File: src/hdl/utu_pkg.sv
package utu_pkg;

	localparam int unsigned UnitW      = 21;
	localparam int unsigned ByteW      = 8;
	localparam int unsigned JobBytes   = 7;
	localparam int unsigned CountW     = 3;
	localparam int unsigned QueueDepth = 2;

	localparam logic [UnitW-1:0] SurrHiFirst = 21'h00D800;
	localparam logic [UnitW-1:0] SurrHiLast  = 21'h00DBFF;
	localparam logic [UnitW-1:0] SurrLoFirst = 21'h00DC00;
	localparam logic [UnitW-1:0] SurrLoLast  = 21'h00DFFF;
	localparam logic [UnitW-1:0] SuppBase    = 21'h010000;
	localparam logic [UnitW-1:0] Lim1Byte    = 21'h000080;
	localparam logic [UnitW-1:0] Lim2Byte    = 21'h000800;
	localparam logic [UnitW-1:0] Lim3Byte    = 21'h010000;
	localparam logic [ByteW-1:0] Lead2       = 8'hC0;
	localparam logic [ByteW-1:0] Lead3       = 8'hE0;
	localparam logic [ByteW-1:0] Lead4       = 8'hF0;
	localparam logic [ByteW-1:0] ContMark    = 8'h80;

	typedef logic [JobBytes-1:0][ByteW-1:0] job_bytes_t;

	typedef struct packed {
		job_bytes_t        bytes;
		logic [CountW-1:0] count;
		logic              last;
	} job_t;

	typedef struct packed {
		logic [3:0][ByteW-1:0] b;
		logic [CountW-1:0]     len;
	} enc_t;

	function automatic enc_t encode(input logic [UnitW-1:0] cp);
		enc_t e;
		e.b = '0;
		if (cp < Lim1Byte) begin
			e.b[0] = cp[7:0];
			e.len  = 3'd1;
		end else if (cp < Lim2Byte) begin
			e.b[0] = Lead2 | {3'b000, cp[10:6]};
			e.b[1] = ContMark | {2'b00, cp[5:0]};
			e.len  = 3'd2;
		end else if (cp < Lim3Byte) begin
			e.b[0] = Lead3 | {4'b0000, cp[15:12]};
			e.b[1] = ContMark | {2'b00, cp[11:6]};
			e.b[2] = ContMark | {2'b00, cp[5:0]};
			e.len  = 3'd3;
		end else begin
			e.b[0] = Lead4 | {5'b00000, cp[20:18]};
			e.b[1] = ContMark | {2'b00, cp[17:12]};
			e.b[2] = ContMark | {2'b00, cp[11:6]};
			e.b[3] = ContMark | {2'b00, cp[5:0]};
			e.len  = 3'd4;
		end
		return e;
	endfunction

endpackage

File: src/hdl/utu_front.sv
module utu_front (
	input  logic                       clk,
	input  logic                       arst_n,
	input  logic                       in_valid,
	output logic                       in_stall,
	input  logic [utu_pkg::UnitW-1:0]  code_unit,
	input  logic                       string_end,
	input  logic                       q_full,
	output logic                       q_push,
	output utu_pkg::job_t              q_job
);
	import utu_pkg::*;

	logic       held_q;
	logic [9:0] held_bits_q;
	logic       accept;
	logic       is_low;
	logic       is_high;
	logic       hold_new;
	logic       pair;
	enc_t       ea;
	enc_t       eb;
	enc_t       ep;

	assign in_stall = q_full;
	assign accept   = in_valid && !q_full;
	assign is_low   = (code_unit >= SurrLoFirst) && (code_unit <= SurrLoLast);
	assign is_high  = (code_unit >= SurrHiFirst) && (code_unit <= SurrHiLast);
	assign pair     = held_q && is_low;
	assign hold_new = !pair && is_high && !string_end;

	always_comb begin
		ep = encode(SuppBase + {1'b0, held_bits_q, code_unit[9:0]});
		ea = encode({11'b0, held_bits_q} | SurrHiFirst);
		eb = encode(code_unit);
		q_job.bytes = '0;
		q_job.last  = string_end;
		if (pair) begin
			q_job.bytes[3:0] = ep.b;
			q_job.count      = ep.len;
		end else if (held_q) begin
			q_job.bytes[2:0] = ea.b[2:0];
			q_job.bytes[6:3] = eb.b;
			q_job.count      = hold_new ? 3'd3 : 3'd3 + eb.len;
		end else begin
			q_job.bytes[3:0] = eb.b;
			q_job.count      = hold_new ? 3'd0 : eb.len;
		end
	end

	assign q_push = accept && (q_job.count != 3'd0);

	always_ff @(posedge clk or negedge arst_n) begin
		if (!arst_n) begin
			held_q      <= 1'b0;
			held_bits_q <= '0;
		end else if (accept) begin
			held_q      <= hold_new;
			held_bits_q <= code_unit[9:0];
		end
	end

endmodule

File: src/hdl/utu_queue.sv
module utu_queue #(
	parameter int unsigned Depth = utu_pkg::QueueDepth
) (
	input  logic          clk,
	input  logic          arst_n,
	input  logic          push,
	input  utu_pkg::job_t push_job,
	output logic          full,
	input  logic          pop,
	output logic          head_valid,
	output utu_pkg::job_t head_job
);
	import utu_pkg::*;

	localparam int unsigned PtrW = (Depth > 1) ? $clog2(Depth) : 1;
	localparam int unsigned CntW = $clog2(Depth + 1);

	job_t            mem_q [Depth];
	logic [PtrW-1:0] wr_ptr_q;
	logic [PtrW-1:0] rd_ptr_q;
	logic [CntW-1:0] count_q;

	assign full       = (count_q == CntW'(Depth));
	assign head_valid = (count_q != '0);
	assign head_job   = mem_q[rd_ptr_q];

	always_ff @(posedge clk) begin
		if (push) begin
			mem_q[wr_ptr_q] <= push_job;
		end
	end

	always_ff @(posedge clk or negedge arst_n) begin
		if (!arst_n) begin
			wr_ptr_q <= '0;
			rd_ptr_q <= '0;
			count_q  <= '0;
		end else begin
			if (push) begin
				wr_ptr_q <= (wr_ptr_q == PtrW'(Depth - 1)) ? '0 : wr_ptr_q + 1'b1;
			end
			if (pop) begin
				rd_ptr_q <= (rd_ptr_q == PtrW'(Depth - 1)) ? '0 : rd_ptr_q + 1'b1;
			end
			if (push && !pop) begin
				count_q <= count_q + 1'b1;
			end else if (pop && !push) begin
				count_q <= count_q - 1'b1;
			end
		end
	end

endmodule

File: src/hdl/utu_back.sv
module utu_back (
	input  logic                      clk,
	input  logic                      arst_n,
	input  logic                      head_valid,
	input  utu_pkg::job_t             head_job,
	output logic                      pop,
	output logic                      out_valid,
	input  logic                      out_stall,
	output logic [utu_pkg::ByteW-1:0] utf8_byte,
	output logic                      run_last,
	output logic                      text_done
);
	import utu_pkg::*;

	job_bytes_t              cur_q;
	job_bytes_t              cur_shift;
	logic [CountW-1:0]       rem_q;
	logic                    last_q;
	logic                    out_valid_q;
	logic [ByteW-1:0]        byte_q;
	logic                    run_last_q;
	logic                    text_done_q;
	logic                    adv;
	logic                    busy;
	logic                    fin;

	assign adv  = !out_valid_q || !out_stall;
	assign busy = (rem_q != '0);
	assign fin  = (rem_q == 3'd1);
	assign pop  = head_valid && (!busy || (adv && fin));

	always_comb begin
		for (int i = 0; i < JobBytes - 1; i++) begin
			cur_shift[i] = cur_q[i + 1];
		end
		cur_shift[JobBytes-1] = '0;
	end

	always_ff @(posedge clk or negedge arst_n) begin
		if (!arst_n) begin
			rem_q       <= '0;
			out_valid_q <= 1'b0;
		end else begin
			if (adv) begin
				out_valid_q <= busy;
			end
			if (pop) begin
				rem_q <= head_job.count;
			end else if (adv && busy) begin
				rem_q <= rem_q - 1'b1;
			end
		end
	end

	always_ff @(posedge clk) begin
		if (adv && busy) begin
			byte_q      <= cur_q[0];
			run_last_q  <= fin;
			text_done_q <= fin && last_q;
		end
		if (pop) begin
			cur_q  <= head_job.bytes;
			last_q <= head_job.last;
		end else if (adv && busy) begin
			cur_q <= cur_shift;
		end
	end

	assign out_valid = out_valid_q;
	assign utf8_byte = byte_q;
	assign run_last  = run_last_q;
	assign text_done = text_done_q;

endmodule

File: src/hdl/utf16_to_utf8_transcoder.sv
// A request's first byte passes through the job queue, the byte engine's job register and
// the output byte register. The output delivers one byte per cycle while out_stall is low; a
// request with output yields one to seven bytes, and a held high surrogate yields none.
// Requests are accepted every cycle while the two-entry job queue has room.
// Reset clears the held surrogate, the job queue and the output valid.
module utf16_to_utf8_transcoder #(
	parameter int unsigned QueueDepth = utu_pkg::QueueDepth
) (
	input  logic                      clk,
	input  logic                      arst_n,
	input  logic                      in_valid,
	output logic                      in_stall,
	input  logic [utu_pkg::UnitW-1:0] code_unit,
	input  logic                      string_end,
	output logic                      out_valid,
	input  logic                      out_stall,
	output logic [utu_pkg::ByteW-1:0] utf8_byte,
	output logic                      run_last,
	output logic                      text_done
);
	import utu_pkg::*;

	logic q_full;
	logic q_push;
	logic q_pop;
	logic q_head_valid;
	job_t q_job;
	job_t q_head;

	utu_front u_front (
		.clk        (clk),
		.arst_n     (arst_n),
		.in_valid   (in_valid),
		.in_stall   (in_stall),
		.code_unit  (code_unit),
		.string_end (string_end),
		.q_full     (q_full),
		.q_push     (q_push),
		.q_job      (q_job)
	);

	utu_queue #(
		.Depth (QueueDepth)
	) u_queue (
		.clk        (clk),
		.arst_n     (arst_n),
		.push       (q_push),
		.push_job   (q_job),
		.full       (q_full),
		.pop        (q_pop),
		.head_valid (q_head_valid),
		.head_job   (q_head)
	);

	utu_back u_back (
		.clk        (clk),
		.arst_n     (arst_n),
		.head_valid (q_head_valid),
		.head_job   (q_head),
		.pop        (q_pop),
		.out_valid  (out_valid),
		.out_stall  (out_stall),
		.utf8_byte  (utf8_byte),
		.run_last   (run_last),
		.text_done  (text_done)
	);

	a_no_push_full: assert property (@(posedge clk) disable iff (!arst_n)
		q_push |-> !q_full)
		else $error("job pushed into a full queue");

	a_no_pop_empty: assert property (@(posedge clk) disable iff (!arst_n)
		q_pop |-> q_head_valid)
		else $error("job popped from an empty queue");

	a_done_is_last: assert property (@(posedge clk) disable iff (!arst_n)
		(out_valid && text_done) |-> run_last)
		else $error("string end flagged on a byte that does not end its request");

	a_pushed_job_nonempty: assert property (@(posedge clk) disable iff (!arst_n)
		q_push |-> (q_job.count != 3'd0))
		else $error("empty job entered the queue");

endmodule

File: config.mk
export PLATFORM = sky130hd
export DESIGN_NAME = utf16_to_utf8_transcoder
export DESIGN_NICKNAME = d
export VERILOG_FILES = /design/src/hdl/utu_pkg.sv /design/src/hdl/utu_front.sv /design/src/hdl/utu_queue.sv /design/src/hdl/utu_back.sv /design/src/hdl/utf16_to_utf8_transcoder.sv
export SDC_FILE = /design/constraint.sdc
export NUM_CORES = 1
export LEC_CHECK = 0
export ABC_CLOCK_PERIOD_IN_PS = 11200
export BUFFER_PORTS_ARGS = -buffer_cell sky130_fd_sc_hd__buf_2
export CAP_MARGIN = 20
export CORE_MARGIN = 2
export CORE_UTILIZATION = 55
export CTS_CLUSTER_DIAMETER = 40
export CTS_CLUSTER_SIZE = 24
export DETAILED_ROUTE_END_ITERATION = 10
export PLACE_DENSITY = 0.72
export SLEW_MARGIN = 20
export SYNTH_ARGS = -nofsm -noshare
export SYNTH_HDL_FRONTEND = slang
export SYNTH_SLANG_ARGS = --single-unit
export TNS_END_PERCENT = 50
File: constraint.sdc
create_clock -name clk -period 11.2 [get_ports clk]
set_input_delay 0.56 -clock clk [delete_from_list [all_inputs] [get_ports clk]]
set_output_delay 0.56 -clock clk [all_outputs]
set_load 0.005 [all_outputs]
==> flow_summary_export.csv <==
group,metric,value,unit
cts,clock_path_buffers,2,
routing,firstDrtPassIters,6,
sta,period_needed,3.95,ns
sta,rsz0062_at_grt,"no",
synth,ys_warn_count,0,
die,row_count,46,
worst_setup_path,cp-end-kind,"flip-flop",
final_layout,area_growth,11.5,%
synth,synth.area.top_cells,"edfxtp_1 60%, mux2i_1 6.5%, dfrtp_1 5.4%",
worst_setup_path,worstPathMaxFanout,55,
grt,grt_pass1_wl,30900,um
cts,clk_latency,0.43,ns
worst_setup_path,crit_cells,13,
worst_setup_path,cp.arrival,4.01,ns
cts,cts_made_buffers,17,
die,die_w,130,um
place,port_buffers,37,
place,place_ws,6.87,ns
synth,synthFlopType,"edfxtp_1",
routing,routed_wirelength,20200,um
sta,hold_violations,0,
sta,max_freq,253,MHz
min_path,hold_class,"input pin to async pin",
sta,setup_viol,0,
sta,skew,0.0124,ns
sta,whs,0.0638,ns
grt,antenna_found_initial,0,
synth,netlist_area,8730,um^2
power_and_ir_drop,cellLeakagePower,3.69,nW
synth,synth_largest_area_cell,"edfxtp_1",
synth,synthCells,707,
sta,period_share,0.353,
cts,cts.sinks,193,
power_and_ir_drop,powerDensity,255,nW/um^2
grt,grt_pass1_vias,5442,
die,dieArea,16900,um^2
grt,grt_start_max_net_pins,104,
cts,htree_levels,4,
synth,synth_top_area_frac,0.599,
sta,slew_violations,0,
routing,drt_iter0_markers,646,
routing,wire_per_inst,21.1,um
worst_setup_path,critPathBufInv,2,
die,dieHeight,130,um
worst_setup_path,cp_cell_sequence,"buf_2, nor3_2, nand2_1, nor2_1, nand2_1, nand2_1, ha_1, nor2_1, a21boi_0, nor3_1, o31ai_4, nor2_4, buf_4",
cts,cts_setup_buffers,0,
status,status,"finished clean",
routing,vias,5647,
synth,synth_cell_types,62,
cts,path_clk_slew,0.07,ns
worst_setup_path,reg2reg_slack,8.09,ns
worst_setup_path,timing.rr.start,"u_front.held_bits_q[7]",
sta,max_slew.worst_pin.slew,1.01,ns
grt,grt.total_usage,0.252,
worst_setup_path,reg2reg_depth,8,
cts,cts_tree,"built",
cts,cts-hold-fix-buffers,0,
worst_setup_path,reg2reg_to,"u_queue.mem_q[0][17]",
cts,cts_resized,0,
sta,slew-limit-headroom,0.328,
die,ioPinCount,38,
routing,viasPerCell,5.90,
synth,synthArstFlopShare,0.0984,
sta,tns,0,ns
grt,overflow,0,
routing,drc,0,
synth,syn_nets,739,
synth,syn_avg_cell_area,12.3,um^2
worst_setup_path,crit_family,"simple AND/OR/NAND/NOR gates",
synth,yosysSeqAreaShare,0.653,
worst_setup_path,path_class,"input pin to flip-flop",
die,core,15700,um^2
worst_setup_path,crit_required,11.26,ns
flow_run,drv_cap,0,
place,dpl.hpwl,13900,um
cts,cts_root_buffer,"clkbuf_16",
synth,synth_edf_count,174,
worst_setup_path,slowest_stage,"buf_4",
worst_setup_path,path_common_cell,"nand2_1",
worst_setup_path,max_stage_delay,0.59,ns
worst_setup_path,worst_setup_path_start_kind,"input pin",
sta,layout_setup_ws,7.25,ns
power_and_ir_drop,ir_drop,0.185,mV
synth,ys_ff_latch,193,
final_layout,n_antenna_cell,0,
final_layout,nets,760,
die,initial_utilization,0.555,
final_layout,drive_gt1_frac,0.138,
routing,drtAntennaViolNets,0,
place,place.gp.congestion,0.961,
## cell families after synthesis
| kind of cell | synth area share |
|---|---|
| fa+ha+maj | 0.00860 |
| flops | 0.653 |
| xor+xnor | 0.00602 |
| simple gates | 0.129 |
| buf+inv | 0.0262 |
| compound gates | 0.110 |
| mux | 0.0667 |
## per-layer routing
metal | routed length [um] | vias up | track usage
met3 | 1220 | 36 | 0.0570
li1 | - | 2642 | -
met1 | 8790 | 2727 | 0.339
met4 | 425 | 0 | 0.0772
met2 | 9740 | 242 | 0.413
met5 | 0 | - | 0
## state kept, by name, summed over array words and instances, names as in the netlist, 2 cells and up
name,cells
u_queue.count_q,2
u_queue.mem_q,110
u_back.rem_q,3
u_back.utf8_byte,8
u_front.held_bits_q,10
u_back.cur_q,53
## metrics by stage
stage | cell area [um^2] | utilization | power [mW] | instances
2_1_floorplan | 8730 | - | 1.67 | 707
3_3_place_gp | 9110 | 0.580 | 1.85 | 924
3_5_place_dp | 9110 | 0.580 | 1.88 | 925
4_1_cts | 9730 | 0.619 | 2.50 | 957
5_1_grt | 9730 | 0.619 | 2.63 | 957
6_report | 9730 | 0.619 | 2.48 | 957
## cells in the final DEF (no fill, tap or decap), types with 12 or more instances in the layout
cell,Yosys,final
edfxtp_1,174,174
buf_2,5,37
a21oi_1,37,36
nand2_1,124,124
inv_1,12,12
o21ai_0,61,60
nor2_1,43,41
and3_1,12,12
dfrtp_1,19,18
nand3_1,13,13
clkbuf_16,0,17
mux2i_1,57,57
## Yosys cell counts, drive strengths merged, types with 2 or more instances
master	n
a211oi	3
a21o	3
a21oi	37
a221oi	7
a22o	4
a22oi	2
a31oi	8
and2	7
and3	12
buf	16
clkbuf	29
dfrtp	19
edfxtp	174
ha	6
inv	13
mux2i	57
nand2	124
nand2b	2
nand3	13
nor2	43
nor2b	3
nor3	11
nor4	6
o211ai	5
o21a	2
o21ai	63
o21bai	2
o221ai	2
o22ai	4
o2bb2ai	2
o31ai	2
o32ai	2
or2	3
or3	2
xnor2	3
xor2	3
## worst max-delay path by stage
| stage | from | end | slack, ns |
|---|---|---|---|
| final | code_unit[17] | u_queue.mem_q[0][17] | 7.25 |
| after global routing | code_unit[15] | u_queue.mem_q[0][9] | 6.98 |
| after CTS | code_unit[17] | u_queue.mem_q[0][9] | 7.32 |
| after detailed placement | code_unit[17] | u_queue.mem_q[1][54] | 6.87 |
| after global placement | code_unit[17] | u_queue.mem_q[0][57] | 6.98 |
| after floorplan | code_unit[17] | u_queue.mem_q[0][0] | 5.99 |
## final cells by class
type | instances | area (um^2)
clock inverter | 15 | 193
fill | 1231 | 5980
timing repair buffer | 47 | 260
sequential | 193 | 5700
tap | 216 | 270
clock buffer | 17 | 425
inverter | 13 | 48.8
multi-input combinational | 456 | 2830
## power by group
group / leakage [nW] / switching [mW] / internal, mW
logic: 1.51 / 0.426 / 0.226
registers: 1.88 / 0.102 / 1.11
clock network: 0.305 / 0.277 / 0.341
total: 3.69 / 0.805 / 1.67
No activity file was read; power rests on OpenSTA's default activity.
